File: config.mk
export PLATFORM = sky130hd
export DESIGN_NAME = dive_assist_supervisor_flat
export DESIGN_NICKNAME = d
export VERILOG_FILES = /design/src/hdl/das_pkg.sv /design/src/hdl/das_if.sv /design/src/hdl/dive_assist_supervisor.sv /design/src/hdl/das_cfg.sv /design/src/hdl/das_step.sv /design/src/flat_wrapper.sv
export SDC_FILE = /design/constraint.sdc
export NUM_CORES = 2
export LEC_CHECK = 0
export BUFFER_PORTS_ARGS = -buffer_cell sky130_fd_sc_hd__buf_2
export CAP_MARGIN = 20
export CORE_MARGIN = 2
export CORE_UTILIZATION = 60
export DETAILED_ROUTE_END_ITERATION = 10
export GPL_TIMING_DRIVEN = 0
export PLACE_DENSITY = 0.78
export SYNTH_ARGS = -nofsm -noshare
export SYNTH_HDL_FRONTEND = slang
export SYNTH_SLANG_ARGS = --single-unit
File: constraint.sdc
create_clock -name i_clk -period 11.65 [get_ports i_clk]
set_input_delay 2.9125 -clock i_clk [delete_from_list [all_inputs] [get_ports i_clk]]
set_output_delay 2.9125 -clock i_clk [all_outputs]
set_load 0.1 [all_outputs]
File: src/hdl/das_pkg.sv
package das_pkg;

    // Phase codes
    localparam logic [1:0] PH_IDLE  = 2'd0;
    localparam logic [1:0] PH_CHECK = 2'd1;
    localparam logic [1:0] PH_SUB   = 2'd2;
    localparam logic [1:0] PH_FORCE = 2'd3;

    // Reference kinds
    localparam logic [1:0] ZM_DEPTH = 2'd1;
    localparam logic [1:0] ZM_ALT   = 2'd2;

    // Configuration port
    localparam int CFG_IDX_W  = 3;
    localparam int CFG_DATA_W = 17;

    localparam logic [CFG_IDX_W-1:0] REG_DEPTH_THR = 3'd0;
    localparam logic [CFG_IDX_W-1:0] REG_RPM_FLOOR = 3'd1;
    localparam logic [CFG_IDX_W-1:0] REG_SOLO      = 3'd2;
    localparam logic [CFG_IDX_W-1:0] REG_STEP      = 3'd3;
    localparam logic [CFG_IDX_W-1:0] REG_STEP_FRAC = 3'd4;
    localparam logic [CFG_IDX_W-1:0] REG_MAX_PCT   = 3'd5;

    // Register reset values
    localparam logic [15:0] RST_DEPTH_THR = 16'd600;
    localparam logic [14:0] RST_RPM_FLOOR = 15'd200;
    localparam logic [15:0] RST_SOLO      = 16'd8;
    localparam logic [15:0] RST_STEP      = 16'd2;
    localparam logic [16:0] RST_STEP_FRAC = 17'd6554;
    localparam logic [9:0]  RST_MAX_PCT   = 10'd50;

    // Arithmetic constants
    localparam logic [23:0] SPEED_MAX  = 24'hFFFFFF;
    localparam logic [6:0]  INC_MAX    = 7'd127;
    localparam logic [40:0] ROUND_HALF = 41'd32768;

    localparam int TIMER_WIDTH_DEF = 16;

    typedef struct packed {
        logic [15:0] depth_thr;
        logic [14:0] rpm_floor;
        logic [15:0] solo_ticks;
        logic [15:0] step_ticks;
        logic [16:0] step_frac;
        logic [9:0]  max_pct;
    } t_cfg;

    typedef struct packed {
        logic               enabled;
        logic               brake;
        logic signed [23:0] depth_mm;
        logic signed [23:0] altitude_mm;
        logic signed [15:0] motor_rpm;
        logic signed [23:0] desired_speed;
        logic signed [23:0] z_ref_mm;
        logic [1:0]         z_mode;
    } t_in_item;

    typedef struct packed {
        logic [1:0]  phase;
        logic [23:0] speed_cmd;
        logic        speed_cmd_valid;
        logic        restore_refs;
        logic        failed;
    } t_out_item;

    // Supervisor state apart from the tick counters
    typedef struct packed {
        logic [1:0]  phase;
        logic        data_seen;
        logic        last_attempt;
        logic        fail_latch;
        logic        enabled_prev;
        logic [6:0]  increase_count;
        logic [23:0] speed_increment;
        logic [23:0] forced_speed;
    } t_ctl;

endpackage

File: src/hdl/das_if.sv
// Tick input channel
interface das_in_if;
    import das_pkg::*;
    logic     valid;
    logic     ready;
    t_in_item item;
    modport source (output valid, output item, input ready);
    modport sink   (input valid, input item, output ready);
endinterface

// Result channel
interface das_out_if;
    import das_pkg::*;
    logic      valid;
    logic      ready;
    t_out_item item;
    modport source (output valid, output item, input ready);
    modport sink   (input valid, input item, output ready);
endinterface

// Configuration write channel
interface das_cfg_if;
    import das_pkg::*;
    logic                  valid;
    logic                  ready;
    logic [CFG_IDX_W-1:0]  index;
    logic [CFG_DATA_W-1:0] data;
    modport source (output valid, output index, output data, input ready);
    modport sink   (input valid, input index, input data, output ready);
endinterface

File: src/hdl/dive_assist_supervisor.sv
// Dive assist supervisor: each tick item on i_in yields exactly one result item on
// o_out. A tick is captured in an input register, the whole phase-machine update
// (counters, hysteresis compares, one 24x17 speed-step multiply) runs in a single
// combinational pass, and the result lands in an output register, so one item is
// taken every cycle when the output side does not stall; its result passes the input
// register and then the output register before it is presented on o_out. Throughput
// is set by the state update loop through the supervisor state registers. Configuration
// writes on i_cfg are always accepted and take effect on the next tick.
module dive_assist_supervisor #(
    parameter int TIMER_WIDTH = das_pkg::TIMER_WIDTH_DEF
) (
    input  logic      i_clk,
    input  logic      i_rst_n,
    das_in_if.sink    i_in,
    das_out_if.source o_out,
    das_cfg_if.sink   i_cfg
);
    import das_pkg::*;

    t_cfg cfg;

    das_cfg u_cfg (
        .i_clk   (i_clk),
        .i_rst_n (i_rst_n),
        .i_cfg   (i_cfg),
        .o_cfg   (cfg)
    );

    // Pipeline control
    logic advance, process;

    logic      r_in_valid;
    t_in_item  r_in_item;
    logic      r_out_valid;
    t_out_item r_out_item;

    assign advance     = !r_out_valid || o_out.ready;
    assign process     = r_in_valid && advance;
    assign i_in.ready  = !r_in_valid || advance;
    assign o_out.valid = r_out_valid;
    assign o_out.item  = r_out_item;

    // Supervisor state
    t_ctl                   r_ctl, n_ctl;
    logic [TIMER_WIDTH-1:0] r_solo, n_solo, r_step, n_step;
    t_out_item              n_out_item;

    das_step #(.TIMER_WIDTH(TIMER_WIDTH)) u_step (
        .i_cfg  (cfg),
        .i_item (r_in_item),
        .i_ctl  (r_ctl),
        .i_solo (r_solo),
        .i_step (r_step),
        .o_ctl  (n_ctl),
        .o_solo (n_solo),
        .o_step (n_step),
        .o_res  (n_out_item)
    );

    // Input register
    always_ff @(posedge i_clk) begin
        if (!i_rst_n) begin
            r_in_valid <= 1'b0;
        end else if (i_in.valid && i_in.ready) begin
            r_in_valid <= 1'b1;
        end else if (process) begin
            r_in_valid <= 1'b0;
        end
    end

    always_ff @(posedge i_clk) begin
        if (i_in.valid && i_in.ready) begin
            r_in_item <= i_in.item;
        end
    end

    // State and output register advance together with each item
    always_ff @(posedge i_clk) begin
        if (!i_rst_n) begin
            r_ctl       <= '0;
            r_solo      <= '0;
            r_step      <= '0;
            r_out_valid <= 1'b0;
        end else if (process) begin
            r_ctl       <= n_ctl;
            r_solo      <= n_solo;
            r_step      <= n_step;
            r_out_valid <= 1'b1;
        end else if (o_out.ready) begin
            r_out_valid <= 1'b0;
        end
    end

    always_ff @(posedge i_clk) begin
        if (process) begin
            r_out_item <= n_out_item;
        end
    end

endmodule

File: src/hdl/das_cfg.sv
module das_cfg (
    input  logic           i_clk,
    input  logic           i_rst_n,
    das_cfg_if.sink        i_cfg,
    output das_pkg::t_cfg  o_cfg
);
    import das_pkg::*;

    t_cfg r_cfg;

    assign i_cfg.ready = 1'b1;
    assign o_cfg       = r_cfg;

    // Register file, writes beyond the list are dropped
    always_ff @(posedge i_clk) begin
        if (!i_rst_n) begin
            r_cfg.depth_thr  <= RST_DEPTH_THR;
            r_cfg.rpm_floor  <= RST_RPM_FLOOR;
            r_cfg.solo_ticks <= RST_SOLO;
            r_cfg.step_ticks <= RST_STEP;
            r_cfg.step_frac  <= RST_STEP_FRAC;
            r_cfg.max_pct    <= RST_MAX_PCT;
        end else if (i_cfg.valid) begin
            case (i_cfg.index)
                REG_DEPTH_THR: r_cfg.depth_thr  <= i_cfg.data[15:0];
                REG_RPM_FLOOR: r_cfg.rpm_floor  <= i_cfg.data[14:0];
                REG_SOLO:      r_cfg.solo_ticks <= i_cfg.data[15:0];
                REG_STEP:      r_cfg.step_ticks <= i_cfg.data[15:0];
                REG_STEP_FRAC: r_cfg.step_frac  <= i_cfg.data[16:0];
                REG_MAX_PCT:   r_cfg.max_pct    <= i_cfg.data[9:0];
                default: ;
            endcase
        end
    end

endmodule

File: src/hdl/das_step.sv
module das_step #(
    parameter int TIMER_WIDTH = das_pkg::TIMER_WIDTH_DEF
) (
    input  das_pkg::t_cfg         i_cfg,
    input  das_pkg::t_in_item     i_item,
    input  das_pkg::t_ctl         i_ctl,
    input  logic [TIMER_WIDTH-1:0] i_solo,
    input  logic [TIMER_WIDTH-1:0] i_step,
    output das_pkg::t_ctl         o_ctl,
    output logic [TIMER_WIDTH-1:0] o_solo,
    output logic [TIMER_WIDTH-1:0] o_step,
    output das_pkg::t_out_item    o_res
);
    import das_pkg::*;

    localparam int CMP_W = (TIMER_WIDTH > 16) ? TIMER_WIDTH : 16;
    localparam logic [TIMER_WIDTH-1:0] TMAX = {TIMER_WIDTH{1'b1}};
    localparam logic [TIMER_WIDTH-1:0] TONE = TIMER_WIDTH'(1);

    function automatic t_ctl ctl_clear(t_ctl c);
        t_ctl r;
        r                 = c;
        r.phase           = PH_IDLE;
        r.data_seen       = 1'b0;
        r.last_attempt    = 1'b0;
        r.increase_count  = '0;
        r.speed_increment = '0;
        return r;
    endfunction

    // Widened signed operands for the depth and rpm compares
    logic signed [25:0] thr_w, depth_w, alt_w, zref_w, depth2_w, alt_thr_w;
    logic signed [16:0] rpm_w, tol_w;
    logic               dspeed_pos, dspeed_zero, hz, data_ok;

    assign thr_w     = $signed({10'b0, i_cfg.depth_thr});
    assign depth_w   = $signed({{2{i_item.depth_mm[23]}}, i_item.depth_mm});
    assign alt_w     = $signed({{2{i_item.altitude_mm[23]}}, i_item.altitude_mm});
    assign zref_w    = $signed({{2{i_item.z_ref_mm[23]}}, i_item.z_ref_mm});
    assign depth2_w  = $signed({depth_w[24:0], 1'b0});
    assign alt_thr_w = alt_w - thr_w;
    assign rpm_w     = $signed({i_item.motor_rpm[15], i_item.motor_rpm});
    assign tol_w     = $signed({2'b0, i_cfg.rpm_floor});

    assign dspeed_zero = (i_item.desired_speed == '0);
    assign dspeed_pos  = !i_item.desired_speed[23] && !dspeed_zero;

    // Valid vertical reference for the current mode
    always_comb begin
        case (i_item.z_mode)
            ZM_DEPTH: hz = (zref_w > thr_w);
            ZM_ALT:   hz = (depth_w > thr_w) ? (zref_w < alt_thr_w) : 1'b1;
            default:  hz = 1'b0;
        endcase
    end

    always_comb begin
        case (i_item.z_mode)
            ZM_DEPTH: data_ok = !i_item.depth_mm[23] && !i_item.z_ref_mm[23];
            ZM_ALT:   data_ok = !i_item.altitude_mm[23] && !i_item.z_ref_mm[23];
            default:  data_ok = 1'b0;
        endcase
    end

    // Speed step: base, rounded increment, next forced speed
    logic [23:0] base, inc_sat, cur_fs, cur_inc, sum_sat;
    logic [40:0] prod_rnd;
    logic [24:0] sum;
    logic [6:0]  cnt_n;
    logic [10:0] cnt_x10;
    logic        first, over;

    assign base     = i_item.desired_speed[23] ? '0 : i_item.desired_speed;
    assign prod_rnd = 41'(base) * 41'(i_cfg.step_frac) + ROUND_HALF;
    assign inc_sat  = prod_rnd[40] ? SPEED_MAX : prod_rnd[39:16];
    assign first    = (i_ctl.increase_count == '0);
    assign cur_fs   = first ? base : i_ctl.forced_speed;
    assign cur_inc  = first ? inc_sat : i_ctl.speed_increment;
    assign sum      = {1'b0, cur_fs} + {1'b0, cur_inc};
    assign sum_sat  = sum[24] ? SPEED_MAX : sum[23:0];
    assign cnt_n    = (i_ctl.increase_count < INC_MAX) ? i_ctl.increase_count + 7'd1
                                                       : i_ctl.increase_count;
    assign cnt_x10  = ({4'b0, cnt_n} << 3) + ({4'b0, cnt_n} << 1);
    assign over     = (cnt_x10 > {1'b0, i_cfg.max_pct});

    // Tick update, in the order of the supervision rules
    t_ctl                   c;
    logic [TIMER_WIDTH-1:0] solo, stp;
    logic                   vld, rst_o;
    logic [23:0]            spd;
    logic                   en, brk;

    always_comb begin
        c     = i_ctl;
        solo  = i_solo;
        stp   = i_step;
        vld   = 1'b0;
        rst_o = 1'b0;
        spd   = '0;
        en    = i_item.enabled;
        brk   = i_item.brake;

        if (en) begin
            if (solo != TMAX) solo = solo + TONE;
            if (stp != TMAX)  stp  = stp + TONE;
        end

        // enable edge
        if (en != c.enabled_prev) begin
            c    = ctl_clear(c);
            solo = '0;
            stp  = '0;
            if (en) c.fail_latch = 1'b0;
        end
        c.enabled_prev = en;

        // brake
        if (en && brk) begin
            if (c.phase == PH_FORCE) rst_o = 1'b1;
            c.last_attempt = 1'b0;
            solo           = '0;
            stp            = '0;
            c.phase        = PH_IDLE;
        end

        // data gate
        if (en && !c.data_seen && data_ok && !i_item.desired_speed[23]
            && !i_item.motor_rpm[15]) begin
            c.data_seen = 1'b1;
        end

        if (en && c.data_seen && !c.fail_latch && !brk) begin
            case (c.phase)
                PH_IDLE: begin
                    if (depth_w < thr_w && zref_w > thr_w && dspeed_pos
                        && rpm_w > tol_w) begin
                        c.phase = PH_CHECK;
                        solo    = '0;
                    end
                end
                PH_CHECK: begin
                    if (!hz || dspeed_zero) begin
                        solo    = '0;
                        c.phase = PH_IDLE;
                    end
                    if (depth_w > thr_w) c.phase = PH_SUB;
                    if (CMP_W'(solo) >= CMP_W'(i_cfg.solo_ticks)) begin
                        stp     = '0;
                        c.phase = PH_FORCE;
                        c.forced_speed    = cur_fs;
                        c.speed_increment = cur_inc;
                        c.increase_count  = cnt_n;
                        if (!over) begin
                            c.forced_speed = sum_sat;
                            vld            = 1'b1;
                            spd            = sum_sat;
                            stp            = '0;
                        end
                    end
                end
                PH_SUB: begin
                    if (!hz) c.phase = PH_IDLE;
                    if (depth2_w < thr_w) begin
                        solo    = '0;
                        c.phase = PH_CHECK;
                    end
                end
                default: begin
                    if (!hz || dspeed_zero) begin
                        c.phase          = PH_IDLE;
                        c.increase_count = '0;
                        c.last_attempt   = 1'b0;
                    end else if (depth_w > thr_w) begin
                        c.phase          = PH_SUB;
                        c.increase_count = '0;
                        c.last_attempt   = 1'b0;
                        rst_o            = 1'b1;
                    end else if (CMP_W'(stp) >= CMP_W'(i_cfg.step_ticks)) begin
                        c.forced_speed    = cur_fs;
                        c.speed_increment = cur_inc;
                        c.increase_count  = cnt_n;
                        if (!over) begin
                            c.forced_speed = sum_sat;
                            vld            = 1'b1;
                            spd            = sum_sat;
                            stp            = '0;
                        end else if (!c.last_attempt) begin
                            solo           = '0;
                            c.last_attempt = 1'b1;
                        end else if (CMP_W'(solo) >= CMP_W'(i_cfg.solo_ticks)) begin
                            // out of tries: latch failure and hand references back
                            c.fail_latch = 1'b1;
                            rst_o        = 1'b1;
                            c            = ctl_clear(c);
                            solo         = '0;
                            stp          = '0;
                        end
                    end
                end
            endcase
        end

        o_ctl                 = c;
        o_solo                = solo;
        o_step                = stp;
        o_res.phase           = c.phase;
        o_res.speed_cmd       = vld ? spd : '0;
        o_res.speed_cmd_valid = vld;
        o_res.restore_refs    = rst_o;
        o_res.failed          = c.fail_latch;
    end

endmodule

File: src/flat_wrapper.sv
// flat-port wrapper written by rule: the top's interface ports become plain ports
module dive_assist_supervisor_flat import das_pkg::*;
#(
    parameter int TIMER_WIDTH = das_pkg::TIMER_WIDTH_DEF
)
  (i_clk, i_rst_n, i_in_valid, i_in_item, i_in_ready, o_out_valid, o_out_item, o_out_ready, i_cfg_valid, i_cfg_index, i_cfg_data, i_cfg_ready);
  das_in_if i_in_i ();
  das_out_if o_out_i ();
  das_cfg_if i_cfg_i ();
  input  logic i_clk;
  input  logic i_rst_n;
  input wire logic [$bits(i_in_i.valid)-1:0] i_in_valid;
  input wire logic [$bits(i_in_i.item)-1:0] i_in_item;
  output wire logic [$bits(i_in_i.ready)-1:0] i_in_ready;
  output wire logic [$bits(o_out_i.valid)-1:0] o_out_valid;
  output wire logic [$bits(o_out_i.item)-1:0] o_out_item;
  input wire logic [$bits(o_out_i.ready)-1:0] o_out_ready;
  input wire logic [$bits(i_cfg_i.valid)-1:0] i_cfg_valid;
  input wire logic [$bits(i_cfg_i.index)-1:0] i_cfg_index;
  input wire logic [$bits(i_cfg_i.data)-1:0] i_cfg_data;
  output wire logic [$bits(i_cfg_i.ready)-1:0] i_cfg_ready;
  assign i_in_i.valid = i_in_valid;
  assign i_in_i.item = i_in_item;
  assign i_in_ready = i_in_i.ready;
  assign o_out_valid = o_out_i.valid;
  assign o_out_item = o_out_i.item;
  assign o_out_i.ready = o_out_ready;
  assign i_cfg_i.valid = i_cfg_valid;
  assign i_cfg_i.index = i_cfg_index;
  assign i_cfg_i.data = i_cfg_data;
  assign i_cfg_ready = i_cfg_i.ready;
  dive_assist_supervisor #(.TIMER_WIDTH(TIMER_WIDTH)) u_core (.i_clk(i_clk), .i_rst_n(i_rst_n), .i_in(i_in_i), .o_out(o_out_i), .i_cfg(i_cfg_i));
endmodule
==> summary.txt <==
Place
  • Dpl cell area: around 34000 um2
  • HPWL Detailed: around 77000 um
  • Pre-CTS setup slack: -0.762 ns
  • Port Buf Inserts: between 150 and 200
  • Placer Congestion: approximately 1

Worst setup path
  • CP Class: reg -> reg
  • Max FO, Critical Path: 10
  • CP bufs+invs: 11
  • Startpoint Class: flip-flop
  • Crit. End Element: flip-flop
  • Slowest cell on crit path: fa_1
  • Largest stage delay on the critical path: 0.53 ns
  • Worst EP required: ~12 ns
  • CP delay by family, top: adder cells
  • Arrival time at the worst endpoint: 11.81 ns
  • Crit path top cell by count: fa_1

Yosys
  • Top-count cell post-synth: nand2_1
  • Asr flop ratio synth: 0%
  • Compound-Gate Fraction of Synth Area: about 14%
  • Yosys top cell area share: between 10% and 20%
  • Synth Instances: around 3800
  • Largest family of logic cells by synthesized area: adder cells
  • Top post-synthesis cells by count: nand2_1, inv_1, ha_1
  • Mux cell area share after synthesis: less than 1%
  • EDFF count, synth: roughly 150
  • Synth warn: 0
  • Post-Synth Adder-Cell Area: 32.0%
  • Unique masters post-synth: 97
  • Synth area leader: fa_1
  • Main synth FF type: dfxtp_1
  • Part of the Yosys area used for sequential elements: approximately a quarter
  • Post-Syn Area: roughly 33000 um2
  • Area contributors post-synth: fa_1, edfxtp_1, ha_1, dfxtp_1, nand2_1
  • Synthesis-stage register bit count: between 300 and 400
  • Xor/xnor share of the synthesized area: under 10%
  • Avg Inst Size Synth: slightly below 9 um2
  • Post-synthesis simple-gate area fraction: 18.9%
  • Mapped Nets: about 4600

Floorplanning
  • Core Area: 53800 um2
  • Die area: 56200 um2
  • Die Ht: approximately 240 um
  • Initial Utilization: between 60 and 70%
  • IO Count: 173
  • Core Rows: between 80 and 90
  • Die W: 237 um

Timing
  • Skew final: around 0.032 ns
  • Final hold violation count: 0
  • # setup viols final: 0
  • Fmax: around 88 MHz
  • Final worst setup slack: ~0.33 ns
  • Relative slew slack: approximately a third
  • Fin. max-slew vios: 0
  • Setup_tns: 0 ns
  • Post-layout min period: roughly 11 ns
  • Worst-margin pin slew: 1.03 ns
  • Fin crit share: a little over nine tenths

Clocking
  • H-tree levels: 2
  • Clk_lat worst skew: approximately 0.6 ns
  • Clk buf depth: 3
  • Sink Count: 330
  • CTS Buf Count: 39
  • Root buffer cell: clkbuf_16
  • TritonCTS clock tree: done
  • Clock slew seen by the registers of the worst setup and hold paths: approximately 0.060 ns

Final layout
  • Layout filler cell count: 4414
  • Fin util: 66.7%
  • P&R area growth vs syn: 10.0%
  • Fin area: 35900 um2
  • Fin nets: between 4000 and 5000
  • Layout cells sized above 1: 8.00%

Route
  • Wire length on met1: between 30000 and 40000 um
  • Post-Route WL: ~97000 um
  • Top sig layer: met5
  • Met3 wire length: approximately 10000 um
  • Initial DRC Count: between 2000 and 3000
  • Vias per inst: 5.96
  • Drt pass-1 iters: 6
  • Routed length on met2: ~44000 um
  • Drt wl/cell: ~21 um
  • Final ANT Viol Nets: 0
  • DRC violations left: 0
  • Via Count: between 20000 and 30000

Power
  • Net Switching: 2790 uW
  • Flop pwr share: about a fifth
  • Switching Share: a little under half
  • Pwr dens: 169 nW/um2
  • Max IR drop VDD: roughly 0.24 mV
  • Combinational power share: between 50% and 60%
  • Int Pwr: between 3000 and 4000 uW
  • Clock network power share: a little over a fifth
  • Leakage: roughly 0.016 uW

Flow run
  • Max Cap Violations: 0

Worst hold path
  • Hold/Removal Path Class: reg -> reg

GRT
  • Gr ovfl total: 0
  • GRT Overall Usage: approximately a third
  • Largest net degree at the start of global routing: 60
  • Vias in the first global route: approximately 28000
  • First-pass GRT wire length: 152000 um
  • Initial antenna violation count: 10

Run status
  • Status: finished, final reports clean
==> path summary, 6_finish.rpt <==
| kind | end | slack [ns] | depth (start not counted) | start |
|---|---|---|---|---|
| worst max register to register | u_core.r_ctl[21] | 0.33 | 40 | u_core.r_in_item[49] |
| worst max-delay path | u_core.r_ctl[21] | 0.33 | 40 | u_core.r_in_item[49] |
| worst min register to register | u_core.u_cfg.o_cfg[35] | 0.45 | 2 | u_core.u_cfg.o_cfg[35] |
| worst min-delay path | u_core.u_cfg.o_cfg[35] | 0.45 | 2 | u_core.u_cfg.o_cfg[35] |
==> tightest hold or removal path, stage by stage (launching register included) <==
cell and delay (ns):
dfxtp_1 0.30, nand2_1 0.05, a21oi_1 0.05
==> layout by cell type (no fill, tap or decap), types with 132 or more instances in the layout <==
cell	synthesis	final
clkbuf_1	163	132
inv_1	512	512
ha_1	326	326
edfxtp_1	145	145
o21ai_0	138	138
a21oi_1	224	223
fa_1	318	318
buf_2	7	178
nand2_1	638	638
nor2_1	188	188
and2_1	187	186
dfxtp_1	185	185
==> power groups by stage <==
stage               clock network (uW)  logic [uW]  registers (uW)
finish                            1330        3450            1280
global route                      1370        3790            1280
CTS                               1330        3360            1280
detailed placement                   0        3320            1300
global placement                     0        3300            1310
floorplan                            0        2340            1320
==> metal layers <==
layer	GRT usage, %	vias to the layer above
met1	46.6	13498
met4	14.8	6
met2	55.7	1404
met3	7.02	267
li1	-	12933
met5	0	-
==> sequential cells by signal, summed over array words and instances, names as in the netlist <==
signal,cells
u_core.u_cfg.o_cfg,90
u_core.r_ctl,61
u_core.r_in_item,116
u_core.r_solo,16
u_core.o_out.item,29
u_core.o_out.valid,1
u_core.r_in_valid,1
u_core.r_step,16
==> cell families after synthesis <==
group | count (synthesis)
multiplexers | 11
other | 1
adder cells (fa/ha/maj) | 644
AND/OR/NAND/NOR | 1316
buffers and inverters | 695
AO/OA/AOI/OAI | 685
XOR/XNOR | 85
flip-flops | 330
==> stage by stage <==
stage	std cells	total power, uW	hold slack, ns
2_1_floorplan	3767	3660	0.431
3_3_place_gp	4633	4600	0.442
3_5_place_dp	4638	4620	0.446
4_1_cts	4705	5970	0.454
5_1_grt	4712	6450	0.466
6_report	4713	6060	0.453
==> final cells by class <==
cell class / count / area [um2] / area share [%]
Clock inverter: 20 / 292 / 0.813
Timing Repair Buffer: 181 / 980 / 2.73
Clock buffer: 51 / 1080 / 3.01
Antenna cell: 7 / 17.5 / 0.0488
Sequential cell: 330 / 8060 / 22.5
Tap cell: 696 / 871 / 2.43
Buffer: 173 / 708 / 1.97
Inverter: 513 / 1930 / 5.37
Multi-Input combinational cell: 2742 / 21900 / 61.2
==> what timing repair did <==
item | in CTS | in global routing
gates resized for setup | 26 | 13
hold buffers | 0 | 0
pin swaps | 0 | 1
setup buffers | 0 | 6
endpoints found under the setup margin | 48 | 48
Note: power is estimated with default switching activity, not from simulation.
